===== config.mk =====
export PLATFORM = sky130hd
export DESIGN_NAME = tcse_sweep_unit
export DESIGN_NICKNAME = d
export VERILOG_FILES = /design/src/sv/tcse_pkg.sv /design/src/sv/tcse_sweep_unit.sv
export SDC_FILE = /design/constraint.sdc
export NUM_CORES = 1
export LEC_CHECK = 0
export BUFFER_PORTS_ARGS = -buffer_cell sky130_fd_sc_hd__buf_2
export CORE_MARGIN = 5
export CORE_UTILIZATION = 40
export CTS_BUF_LIST = sky130_fd_sc_hd__clkbuf_4 sky130_fd_sc_hd__clkbuf_8
export DETAILED_ROUTE_END_ITERATION = 8
export PLACE_DENSITY_LB_ADDON = 0.12
export SLEW_MARGIN = 5
export SYNTH_ARGS = -nofsm -noshare
export SYNTH_HDL_FRONTEND = slang
export SYNTH_SLANG_ARGS = --single-unit

===== constraint.sdc =====
create_clock -name clk -period 1.6 [get_ports clk]
set_clock_uncertainty 0.1 [all_clocks]
set_input_delay 0.16 -clock clk [delete_from_list [all_inputs] [get_ports clk]]
set_output_delay 0.16 -clock clk [all_outputs]
set_load 0.01 [all_outputs]

===== src/sv/tcse_pkg.sv =====
// ---------------------------------------------------------------------------
// tcse_pkg: shared definitions for the text console scroll engine
// Field widths, character codes, function codes and sweep control types.
// ---------------------------------------------------------------------------
`default_nettype none

package tcse_pkg;

  // default screen geometry
  localparam int DEF_COLUMNS   = 80;
  localparam int DEF_ROW_COUNT = 25;

  // fixed field widths
  localparam int FUNC_W   = 2;
  localparam int CHAR_W   = 8;
  localparam int INDEX_W  = 11;
  localparam int CURSOR_W = 11;
  localparam int ATTR_W   = 8;
  localparam int CELL_W   = 16;

  localparam logic [ATTR_W-1:0] ATTR_RESET    = 8'd10;
  localparam logic [CHAR_W-1:0] KEY_NEWLINE   = 8'd10;
  localparam logic [CHAR_W-1:0] KEY_BACKSPACE = 8'd8;
  localparam logic [CHAR_W-1:0] BLANK_GLYPH   = 8'h20;

  // function codes of an input item
  localparam logic [FUNC_W-1:0] FUNC_PUT   = 2'd0;
  localparam logic [FUNC_W-1:0] FUNC_CLEAR = 2'd1;
  localparam logic [FUNC_W-1:0] FUNC_READ  = 2'd2;

  // sweep counter control: step advances, wrap returns to zero
  typedef struct packed {
    logic step;
    logic wrap;
  } sweep_cmd_t;

  // sweep counter position flags
  typedef struct packed {
    logic copy_last;  // last destination cell of a scroll copy
    logic fill_last;  // last cell of the store
  } sweep_stat_t;

endpackage

`default_nettype wire


===== src/sv/tcse_sweep_unit.sv =====
// ---------------------------------------------------------------------------
// tcse_sweep_unit: shared address counter for clear, init and scroll sweeps
// Holds the sweep position, its increment, the one-row-down source address
// and the end compares.
// ---------------------------------------------------------------------------
`default_nettype none

module tcse_sweep_unit #(
  parameter int COLUMNS   = tcse_pkg::DEF_COLUMNS,
  parameter int ROW_COUNT = tcse_pkg::DEF_ROW_COUNT,
  parameter int ADDR_W    = $clog2(COLUMNS * ROW_COUNT)
) (
  input  wire logic                    clk,
  input  wire logic                    rst,
  input  wire tcse_pkg::sweep_cmd_t    cmd,
  output logic [ADDR_W-1:0]            cnt,
  output logic [ADDR_W-1:0]            src_addr,
  output tcse_pkg::sweep_stat_t        stat
);
  import tcse_pkg::*;

  localparam int CELL_TOTAL = COLUMNS * ROW_COUNT;

  logic [ADDR_W-1:0] cnt_next;

  always_comb begin
    cnt_next = cnt;
    if (cmd.step) begin
      cnt_next = cmd.wrap ? '0 : cnt + ADDR_W'(1);
    end
  end

  always_ff @(posedge clk) begin
    if (rst) begin
      cnt <= '0;
    end else begin
      cnt <= cnt_next;
    end
  end

  // scroll copy source is one row below the destination
  assign src_addr       = cnt + ADDR_W'(COLUMNS);
  assign stat.copy_last = (cnt == ADDR_W'(CELL_TOTAL - COLUMNS - 1));
  assign stat.fill_last = (cnt == ADDR_W'(CELL_TOTAL - 1));

endmodule

`default_nettype wire


Yosys cells after proc, flatten, opt, wreduce, memory -nomap -nowiden
Cells that the tools add are included.
Storage, ports and cells
  register bits after elaboration: 11
  input port bits: 4
  output and inout bits: 24
  word-level logic and storage cells: 6
Cells by class
  $add $sub $neg: 2
  equality and inequality tests: 2
  multiplexer cells: 1
Operator list (count)
  11-bit == test (second input constant): 2
  11-bit by 1-bit adder with 11-bit output (second input constant): 1
  11-bit by 7-bit adder with 11-bit output (second input constant): 1
  11-bit two-way mux: 1

Longest topological paths before layout
Gate-level depths: netlist of the first run.
  depth in word-level cells: 2
  depth in mapped cells: 4
  mapped depth without buffers: 4

Worst setup path before layout of the first run
Ideal clock, no wire load.
  path kind: flip-flop to flip-flop
  start: reg cnt[0]
  end: reg cnt[10]
  library setup time: 0.071 ns
  arrival time: 1.469 ns
  required time: 1.429 ns
  setup slack: -0.039 ns
  cell stages (with the launch flop): 5
  buffers on the path: 0
  period minus slack after synthesis: 1.639 ns
  path through: dfxtp_1 ha_1 nand4_2 or4_1 a21oi_1
Between the ends
  word-level cells in the longest chain between the ends: 2
RTL lines
  start: declaration: RTL line tcse_sweep_unit.sv:16  | output logic [ADDR_W-1:0] cnt,
  start signal: assignment: RTL line tcse_sweep_unit.sv:37  | cnt <= cnt_next;
  11-bit by 1-bit adder with 11-bit output: RTL line tcse_sweep_unit.sv:29  | cnt_next = cmd.wrap ? '0 : cnt + ADDR_W'(1);
  11-bit two-way mux: RTL line tcse_sweep_unit.sv:29
No other way between the ends.
A chain may end at the register's enable or synchronous reset.

==> metrics.csv, run 1 <==
stage,metric,value,unit
clock_tree,cts_buffers,3,
clock_tree,clk_latency,0.26,ns
detailed_routing,drt_iter0_drc,14,
power,peakVddDrop,0.0004000,V
clock_tree,cts_root_buffer,clkbuf_4,
yosys,synth_seq_cells,11,
yosys,synth.area.top_cells,"dfxtp_1 (32%), ha_1 (7.3%), xnor2_1 (6.4%)",
grt,grt-busiest-layer,met2,
sta,relSlewSlack,77.06,%
grt,grt_max_degree,12,
grt,grt_use_met2,23.73,%
detailed_routing,drt-pass1-iter-count,4,
critical_path,crit_type,register to output pin,
sta,slew_violations,0,
yosys,synth_top_area_share,32.06,%
die,die_height,51.44,µm
critical_path,arrival,1.36,ns
yosys,ys_seq_area_share,32.06,%
clock_tree,ctsHoldBuffers,0,
die,die_area,2646,µm²
min_path,min_path_type,primary input to register,
final_layout,fin_nets,125,
sta,timing_hold_violations_final,0,
die,initial_core_util,41.12,%
clock_tree,clk_path_buf_depth,2,
clock_tree,cts_sinks,11,
die,core,1670,µm²
yosys,syn_nets,92,
yosys,avgSynthCellArea,8.177,µm²
die,num_rows,15,
yosys,yosysTopAreaCell,dfxtp_1,
critical_path,worst_setup_path_start_kind,register,
final_layout,regMostFlops,cnt,
final_layout,antenna_cells,0,
grt,overflow,0,
detailed_routing,drc,0,
power,total_power,0.0005234,W
place,io_buffer_count,27,
yosys,syn_inst,84,
final_layout,stdcell_count,133,
final_layout,fillers,151,
critical_path,worstPathRequired,1.34,ns
sta,rsz0062_at_grt,yes,
yosys,yosys_warnings,0,
grt,grt_pass1_vias,660,
detailed_routing,vias_per_cell,5.436,
clock_tree,cts_tree,done,
final_layout,reg_top3,cnt x11,
sta,setup_tns,-0.01889,ns
yosys,synthesis.area,686.9,µm²
grt,gr-usage-met3,4.665,%
power,total_leakage_power,0.4310,nW
critical_path,reg2regPathDepth,4,
die,die_x,51.44,µm
sta,worst_pin_slew,0.3441,ns
grt,grt_antenna_before_repair,0,
final_layout,drive_gt1_share,56.03,%
grt,use_met1,15.96,%
sta,timing.hold.ws,0.07708,ns
power,power.density,521.6,nW/µm²
yosys,ys_types,24,
critical_path,path_max_fanout,5,
detailed_routing,wl,1850,µm
clock_tree,cts.clk_slew.worst_paths,0.07,ns
final_layout,areaGrowthSynthToFinish,46.08,%
place,pre_cts_slack,-0.008896,ns
final_layout,largest_reg_flops,11,
detailed_routing,wl_per_cell,13.91,µm
job,drv_cap,0,
die,io_pins,28,
min_path,holdPathStages,3,
place,place.gp.congestion,0.7211,
grt,grt_use_total,14.31,%
sta,finalCritPeriodShare,101.2,%
sta,timing.fmax,617.7,MHz
critical_path,worstSetupEndpointType,output pin,
outcome,violations,negative setup slack,
detailed_routing,vias,723,
place,hpwl,1287,µm
clock_tree,htree_levels,1,
sta,layout_min_cycle_time,1.619,ns
detailed_routing,ant_nets,0,
sta,fin_ws,-0.01889,ns
sta,setup_viol,1,
place,dp.cells,124,
outcome,status,"finished, violations left",
grt,grt_pass1_wl,2835,µm
==> metal layers <==
layer	share of wire [%]	vias up
met2	49	23
li1	-	358
met3	7.5	4
met4	1.7	0
met1	42	338
met5	0	-
==> per-stage QoR <==
stage	cell area, µm²	util (%)
2_1_floorplan	689.4	-
3_3_place_gp	828.3	49.59
3_5_place_dp	828.3	49.59
4_1_cts	892.1	53.41
5_1_grt	1003	60.07
6_report	1003	60.07
==> area by class of cell <==
cell class                      instances  area, µm²  share of cell area [%]
Clock buffer                            4      30.03                   2.993
Multi-Input combinational cell         60      467.9                   46.63
Sequential cell                        11      246.5                   24.56
Tap cell                               17      21.27                   2.120
Inverter                                4      20.02                   1.995
Timing Repair Buffer                   37      217.7                   21.70
==> critical path, stage by stage, from the launching register on <==
cell	delay (ns)
dfxtp_4	0.38
buf_6	0.13
inv_4	0.06
ha_4	0.12
nand3_2	0.07
nor3_2	0.19
buf_2	0.16
==> cells in the final DEF (no fill, tap or decap) <==
| cell type | synthesis | final |
|---|---|---|
| nor3_2 | 0 | 1 |
| ha_4 | 0 | 3 |
| nand3_1 | 3 | 2 |
| nor2_1 | 6 | 6 |
| a21o_1 | 1 | 1 |
| o21ai_0 | 3 | 2 |
| xor2_1 | 4 | 4 |
| xnor2_1 | 5 | 5 |
| nand4_2 | 1 | 1 |
| o31ai_1 | 4 | 4 |
| clkbuf_4 | 0 | 4 |
| buf_2 | 2 | 27 |
| ha_2 | 0 | 1 |
| buf_6 | 0 | 2 |
| o21ai_2 | 0 | 1 |
| nand2_2 | 0 | 1 |
| nand4_1 | 3 | 3 |
| nor4_4 | 0 | 1 |
| mux2i_1 | 1 | 1 |
| nand2_1 | 7 | 6 |
| or3_1 | 2 | 2 |
| inv_4 | 0 | 2 |
| dfxtp_2 | 0 | 6 |
| inv_1 | 4 | 2 |
| a21oi_1 | 8 | 8 |
| and2_1 | 1 | 1 |
| nand3_2 | 1 | 2 |
| buf_4 | 5 | 8 |
| or4_1 | 4 | 4 |
| dfxtp_4 | 0 | 5 |
==> repair_timing <==
item	CTS	global route
setup endpoints to repair	7	6
cloned	0	0
gates resized for setup	15	19
pin swaps	2	8
buffers inserted	0	5
==> report_power, final <==
| group | internal [W] | leakage, nW | switching [W] |
|---|---|---|---|
| clock network | 0.000113 | 0.0184 | 0.0000925 |
| logic | 0.0000192 | 0.317 | 0.0000234 |
| registers | 0.000270 | 0.0958 | 0.00000473 |
| total | 0.000403 | 0.431 | 0.000121 |
==> path summary, 6_finish.rpt <==
path            from  endpoint  slack [ns]
max           cnt[4]   stat[0]       -0.02
min              rst    cnt[4]        0.08
max reg2reg   cnt[0]   cnt[10]        0.08
min reg2reg  cnt[10]   cnt[10]        0.40
==> cells in the mapped netlist (all sizes together) <==
cell type  number
or3             2
or4             4
and2            1
clkbuf          2
dfxtp          11
xnor2           5
inv             4
nand2           7
nand3           4
mux2i           1
nor2            6
o21ai           3
nor4            1
o31ai           4
a21o            1
a21oi           8
xor2            4
ha              4
nand4           4
buf             7
nor3            1
==> cells by family (layout without fill, tap and decap cells) <==
| family | Yosys count | count (layout) | share of synthesized area, % |
|---|---|---|---|
| AO/OA/AOI/OAI | 16 | 16 | 13.48 |
| adder cells (fa/ha/maj) | 4 | 4 | 7.286 |
| XOR/XNOR | 9 | 9 | 11.47 |
| AND/OR/NAND/NOR | 30 | 30 | 24.04 |
| buffers and inverters | 13 | 45 | 10.20 |
| multiplexers | 1 | 1 | 1.457 |
| flip-flops | 11 | 11 | 32.06 |
Power figures use the tool's default switching activity.
==> run 2, diff against run 1 <==
==> constraint.sdc (replaced) <==
create_clock -name clk -period 2.01 [get_ports clk]
set_clock_uncertainty 0.1 [all_clocks]
set_input_delay 0.201 -clock clk [delete_from_list [all_inputs] [get_ports clk]]
set_output_delay 0.201 -clock clk [all_outputs]
set_load 0.01 [all_outputs]
==> run 2 against run 1 <==
Effect of this change:
- the run now ends clean
- worst hold slack improved by 0.045 ns
- die area unchanged
- cell count is 7.5% lower
- sequential power decreased by 18%
- largest power group unchanged
==> metrics.csv, run 2 (synthesis gave the netlist of run 1 again) <==
stage,metric,value,unit,change
critical_path,slowest_delay,0.37,ns,about the same
grt,grt_max_degree,12,,unchanged
min_path,min_path_type,primary input to register,,
final_layout,seq_area,222.7,µm²,-9.6%
critical_path,crit_path_cell_trace,ha_1 > o21ai_0 > nor2_1 > xor2_1 > buf_2,,
sta,relSlewSlack,75.84,%,-1.2 points
final_layout,multiInputGateArea,396.6,µm²,-15%
sta,worst_pin_slew,0.3619,ns,+0.01783 ns
final_layout,layout_common_cells,"buf_2 (27), dfxtp_1 (9), a21oi_1 (8), nand2_1 (7), nor2_1 (6)",,
power,total_leakage_power,0.3738,nW,-13%
clock_tree,cts_tree,done,,
die,initial_core_util,41.12,%,unchanged
sta,slew_violations,0,,unchanged
critical_path,crit_type,register to output pin,,
place,dp.cells,119,,-4.0%
final_layout,drive_gt1_share,33.02,%,-23 points
sta,rsz0062_at_grt,no,,
final_layout,reg_top3,cnt x11,,
clock_tree,cts_sinks,11,,unchanged
critical_path,cp_slowest_cell,dfxtp_2,,
place,io_buffer_count,27,,unchanged
clock_tree,clk_path_buf_depth,2,,unchanged
outcome,status,completed,,
critical_path,worstPathRequired,1.71,ns,+0.37 ns
sta,setup_viol,0,,-1
clock_tree,cts.clk_slew.worst_paths,0.07,ns,about the same
place,hpwl,1142,µm,-11%
grt,grt_antenna_before_repair,0,,unchanged
detailed_routing,wl_per_cell,12.89,µm,-7.3%
die,num_rows,15,,unchanged
clock_tree,htree_levels,1,,unchanged
sta,finalCritPeriodShare,91.79,%,
die,core,1670,µm²,unchanged
final_layout,stdcell_count,123,,-7.5%
critical_path,arrival,1.54,ns,+0.18 ns
final_layout,regMostFlops,cnt,,
grt,overflow,0,,unchanged
power,peakVddDrop,0.0003263,V,-18%
final_layout,antenna_cells,0,,unchanged
die,die_area,2646,µm²,unchanged
die,die_height,51.44,µm,unchanged
critical_path,worst_setup_path_start_kind,register,,
place,place.gp.congestion,0.6776,,-6.0%
job,drv_cap,0,,unchanged
detailed_routing,vias_per_cell,5.317,,-2.2%
final_layout,final_common_cell,buf_2,,
sta,timing_hold_violations_final,0,,unchanged
sta,layout_min_cycle_time,1.845,ns,
clock_tree,clk_latency,0.25,ns,about the same
die,die_x,51.44,µm,unchanged
sta,timing.fmax,542.0,MHz,
die,io_pins,28,,unchanged
grt,grt_pass1_vias,608,,-7.9%
critical_path,worstSetupEndpointType,output pin,,
detailed_routing,ant_nets,0,,unchanged
clock_tree,cts_buffers,3,,unchanged
final_layout,fillers,176,,+17%
clock_tree,cts_root_buffer,clkbuf_4,,
sta,setup_tns,0,ns,+0.01889 ns
final_layout,largest_reg_flops,11,,unchanged
grt,grt_pass1_wl,2711,µm,-4.4%
final_layout,fin_nets,115,,-8.0%
detailed_routing,drc,0,,unchanged
detailed_routing,wl,1586,µm,-14%
critical_path,path_max_fanout,7,,+2
final_layout,areaGrowthSynthToFinish,19.49,%,
clock_tree,ctsHoldBuffers,0,,unchanged
detailed_routing,vias,654,,-9.5%
detailed_routing,drt-pass1-iter-count,3,,-1
power,power.density,502.3,nW/µm²,-3.7%
critical_path,ff2ff_setup_slack,0.30,ns,+0.22 ns
grt,grt_use_total,13.18,%,-1.1 points
detailed_routing,drt_iter0_drc,7,,-7
-- run 2: changes by cell type in the layout (fill, tap and decap cells not counted), sizes merged --
cell  previous run  this run
buf             37        27
-- run 2: through the flow --
stage | worst slack, ns | hold slack (ns) | instance area, µm² | utilization, % | total power [W]
after global placement | 0.3781 | 0.3915 | 788.3 | 47.19 | 0.0002563
after floorplan | 0.3709 | 0.2878 | 686.9 | - | 0.0002505
final | 0.1650 | 0.1216 | 820.8 | 49.14 | 0.0004123
after global routing | 0.03097 | 0.1235 | 820.8 | 49.14 | 0.0004310
after detailed placement | 0.3120 | 0.3989 | 788.3 | 47.19 | 0.0002571
after CTS | 0.08658 | 0.1252 | 818.3 | 48.99 | 0.0004188
-- run 2: timing repair --
action / CTS / global route
buffers inserted: 0 / 0
setup endpoints to repair: 0 / 1
gates resized for setup: 0 / 2
-- run 2: layout make-up --
class                   instances  area share [%]
inverters                       4           1.829
clock buffers                   4           3.659
multi-input cells              60           48.32
repair buffers                 27           16.46
well taps                      17           2.591
flip-flops and latches         11           27.13
-- run 2: power by group --
group          leakage [nW]  internal (W)  switching (W)
combinational         0.265     0.0000112      0.0000149
sequential           0.0899      0.000220     0.00000448
clock                0.0184     0.0000899      0.0000714
-- run 2: worst max-delay path: cells and delay by family (launching register included) --
family | cells | cell delay (ns)
compound gates | 1 | 0.29
simple gates | 1 | 0.10
xor+xnor | 1 | 0.15
buf+inv | 1 | 0.14
fa+ha+maj | 1 | 0.24
flops | 1 | 0.37
-- run 2: per-layer routing --
layer,global-route usage (%),wire (µm)
met2,22.03,709
met5,0,0
met1,16.90,757
met3,3.499,108
met4,2.620,10
-- run 2: path summary, 6_finish.rpt --
| path | to | startpoint | cells after the start |
|---|---|---|---|
| setup / recovery | src_addr[10] | cnt[4] | 5 |
| hold / removal | cnt[4] | rst | 3 |
| hold reg to reg | cnt[10] | cnt[10] | 2 |
| setup reg to reg | cnt[10] | cnt[0] | 4 |
==> run 3, diff against run 2 <==
--- a/config.mk
+++ b/config.mk
@@ -8,7 +8,6 @@
 export BUFFER_PORTS_ARGS = -buffer_cell sky130_fd_sc_hd__buf_2
 export CORE_MARGIN = 5
 export CORE_UTILIZATION = 40
-export CTS_BUF_LIST = sky130_fd_sc_hd__clkbuf_4 sky130_fd_sc_hd__clkbuf_8
 export DETAILED_ROUTE_END_ITERATION = 8
 export PLACE_DENSITY_LB_ADDON = 0.12
 export SLEW_MARGIN = 5
==> run 3 against run 2 <==
Effect of this change:
- global-route usage increased by 0.060 points
- routed wire length about the same
- maximum frequency about the same
- critical path depth unchanged
- count of clock-buffer cells in the layout unchanged
- setup slack got worse by 0.00066 ns
- first-iteration DRC count increased by 43%
- cell area decreased by 0.46%
- sequential power about the same
- via count increased by 0.31%
- cell count unchanged
- non-clock buffer count unchanged
- critical path type unchanged
- largest cell class unchanged
==> metrics.csv, run 3 (synthesis gave the netlist of run 1 again) <==
stage,metric,value,unit,change
critical_path,crit_end,src_addr[10],,
final_layout,largest_reg_flops,11,,unchanged
place,place.gp.congestion,0.6776,,unchanged
power,seqPwrFrac,56.1,%,+1.6 points
clock_tree,postCtsSetupRepairBufs,0,,unchanged
power,p_switching,0.00009263,W,+2.0%
critical_path,ff2ff_setup_slack,0.29,ns,about the same
clock_tree,cts.clk_slew.worst_paths,0.07,ns,about the same
grt,grt_pass1_vias,609,,+0.16%
critical_path,slowest_delay,0.36,ns,about the same
outcome,status,completed,,
critical_path,crit_path_cell_trace,ha_1 > o21ai_0 > nor2_1 > xor2_1 > buf_2,,
die,core,1670,µm²,unchanged
power,total_leakage_power,0.3704,nW,-0.91%
detailed_routing,drt_iter0_drc,10,,+3
place,io_buffer_count,27,,unchanged
power,power.share.switching,23.11,%,+1.1 points
critical_path,r2r_start,cnt[0],,
critical_path,path_max_fanout,7,,unchanged
detailed_routing,wl_per_cell,12.90,µm,about the same
power,pwr-share-clk,37.4,%,-1.7 points
power,power.density,490.6,nW/µm²,-2.3%
grt,overflow,0,,unchanged
final_layout,reg_top3,cnt x11,,
final_layout,fin_nets,115,,unchanged
clock_tree,cts_buffers,3,,unchanged
critical_path,crit_type,register to output pin,,
detailed_routing,vias_per_cell,5.333,,+0.31%
critical_path,arrival,1.54,ns,about the same
sta,relSlewSlack,75.94,%,+0.11 points
die,die_x,51.44,µm,unchanged
clock_tree,cts_tree,done,,
die,die_height,51.44,µm,unchanged
final_layout,final_core_util,48.91,%,-0.22 points
sta,setup_viol,0,,unchanged
sta,rsz0062_at_grt,no,,
sta,layout_min_cycle_time,1.846,ns,+0.0006620 ns
sta,finalCritPeriodShare,91.83,%,about the same
power,peakVddDrop,0.0002518,V,-23%
sta,setup_tns,0,ns,unchanged
critical_path,crit_path_start,cnt[4],,
detailed_routing,drt-pass1-iter-count,4,,+1
critical_path,worstSetupEndpointType,output pin,,
grt,grt_antenna_before_repair,0,,unchanged
die,initial_core_util,41.12,%,unchanged
detailed_routing,vias,656,,+0.31%
die,die_area,2646,µm²,unchanged
final_layout,final_cell_area,817.0,µm²,-0.46%
sta,worst_pin_slew,0.3603,ns,-0.001576 ns
place,place_area,788.3,µm²,unchanged
power,power_frac_comb,6.5,%,+0.2 points
sta,timing_hold_violations_final,0,,unchanged
min_path,min_path_type,primary input to register,,
critical_path,reg2regPathDepth,4,,unchanged
detailed_routing,wl,1587,µm,about the same
final_layout,layout_common_cells,"buf_2 (27), dfxtp_1 (9), a21oi_1 (8), nand2_1 (7), nor2_1 (6)",,
job,drv_cap,0,,unchanged
final_layout,regMostFlops,cnt,,
critical_path,crit_family,flip-flops,,
place,hpwl,1142,µm,unchanged
clock_tree,clk_path_buf_depth,2,,unchanged
critical_path,cp.depth,5,,unchanged
die,num_rows,15,,unchanged
clock_tree,ctsHoldBuffers,0,,unchanged
clock_tree,cts_root_buffer,clkbuf_4,,
clock_tree,cts-resized-gates,0,,unchanged
final_layout,areaGrowthSynthToFinish,18.94,%,
clock_tree,htree_levels,1,,unchanged
critical_path,critPathBufInv,1,,unchanged
final_layout,drive_gt1_share,32.08,%,-0.94 points
clock_tree,cts_sinks,11,,unchanged
detailed_routing,drc,0,,unchanged
final_layout,antenna_cells,0,,unchanged
critical_path,timing.rr.end,cnt[10],,
grt,grt_pass1_wl,2704,µm,-0.26%
sta,timing.fmax,541.8,MHz,about the same
critical_path,worst_setup_path_start_kind,register,,
grt,grt_max_degree,12,,unchanged
detailed_routing,ant_nets,0,,unchanged
die,io_pins,28,,unchanged
critical_path,worstPathRequired,1.71,ns,about the same
clock_tree,clk_latency,0.26,ns,about the same
power,p_int,0.0003082,W,-4.1%
critical_path,cp_slowest_cell,dfxtp_2,,
grt,grt_use_total,13.24,%,+0.060 points
min_path,min_from,rst,,
sta,slew_violations,0,,unchanged
sta,timing.hold.ws,0.1184,ns,-0.003197 ns
final_layout,final_common_cell,buf_2,,
==> run 3: tightest hold or removal path: cells and delay by family <==
kind                   cells  cell delay (ns)
buffers and inverters      1             0.09
AO/OA/AOI/OAI              1             0.03
AND/OR/NAND/NOR            1             0.12
==> run 3: cell type report <==
type	count	area, µm²
well taps	17	21.27
flip-flops and latches	11	222.7
repair buffers	27	135.1
multi-input cells	60	396.6
inverters	4	15.01
clock buffers	4	26.28
fillers	178	853.3
==> run 3: layer usage <==
metal	vias up	track usage (%)	part of all wire, %
li1	334	-	-
met1	297	16.90	47
met2	23	21.61	45
met3	2	2.624	7.3
met4	0	5.240	0.50
met5	-	0	0
==> run 3: power groups by stage <==
stage                     Clock [W]  Combinational [W]  Sequential, W
final                      0.000150          0.0000261       0.000225
after global routing       0.000160          0.0000286       0.000226
after detailed placement          0          0.0000269       0.000230
after CTS                  0.000155          0.0000269       0.000225
after global placement            0          0.0000266       0.000230
after floorplan                   0          0.0000194       0.000231
==> run 3: metrics by stage <==
step	instances	total power (W)	setup slack, ns
after floorplan	84	0.0002505	0.3709
after global placement	119	0.0002563	0.3781
after detailed placement	119	0.0002571	0.3120
after CTS	123	0.0004065	0.08413
after global routing	123	0.0004144	0.03695
final	123	0.0004009	0.1643
==> run 3: how the worst min path moves through the flow <==
| stage | to | slack (ns) | cells past startpoint |
|---|---|---|---|
| 2_1_floorplan | cnt[4] | 0.29 | 2 |
| 3_5_place_dp | cnt[4] | 0.40 | 3 |
| 5_1_grt | cnt[4] | 0.13 | 3 |
| 6_report | cnt[4] | 0.12 | 3 |
| 3_3_place_gp | cnt[4] | 0.39 | 3 |
| 4_1_cts | cnt[4] | 0.12 | 3 |
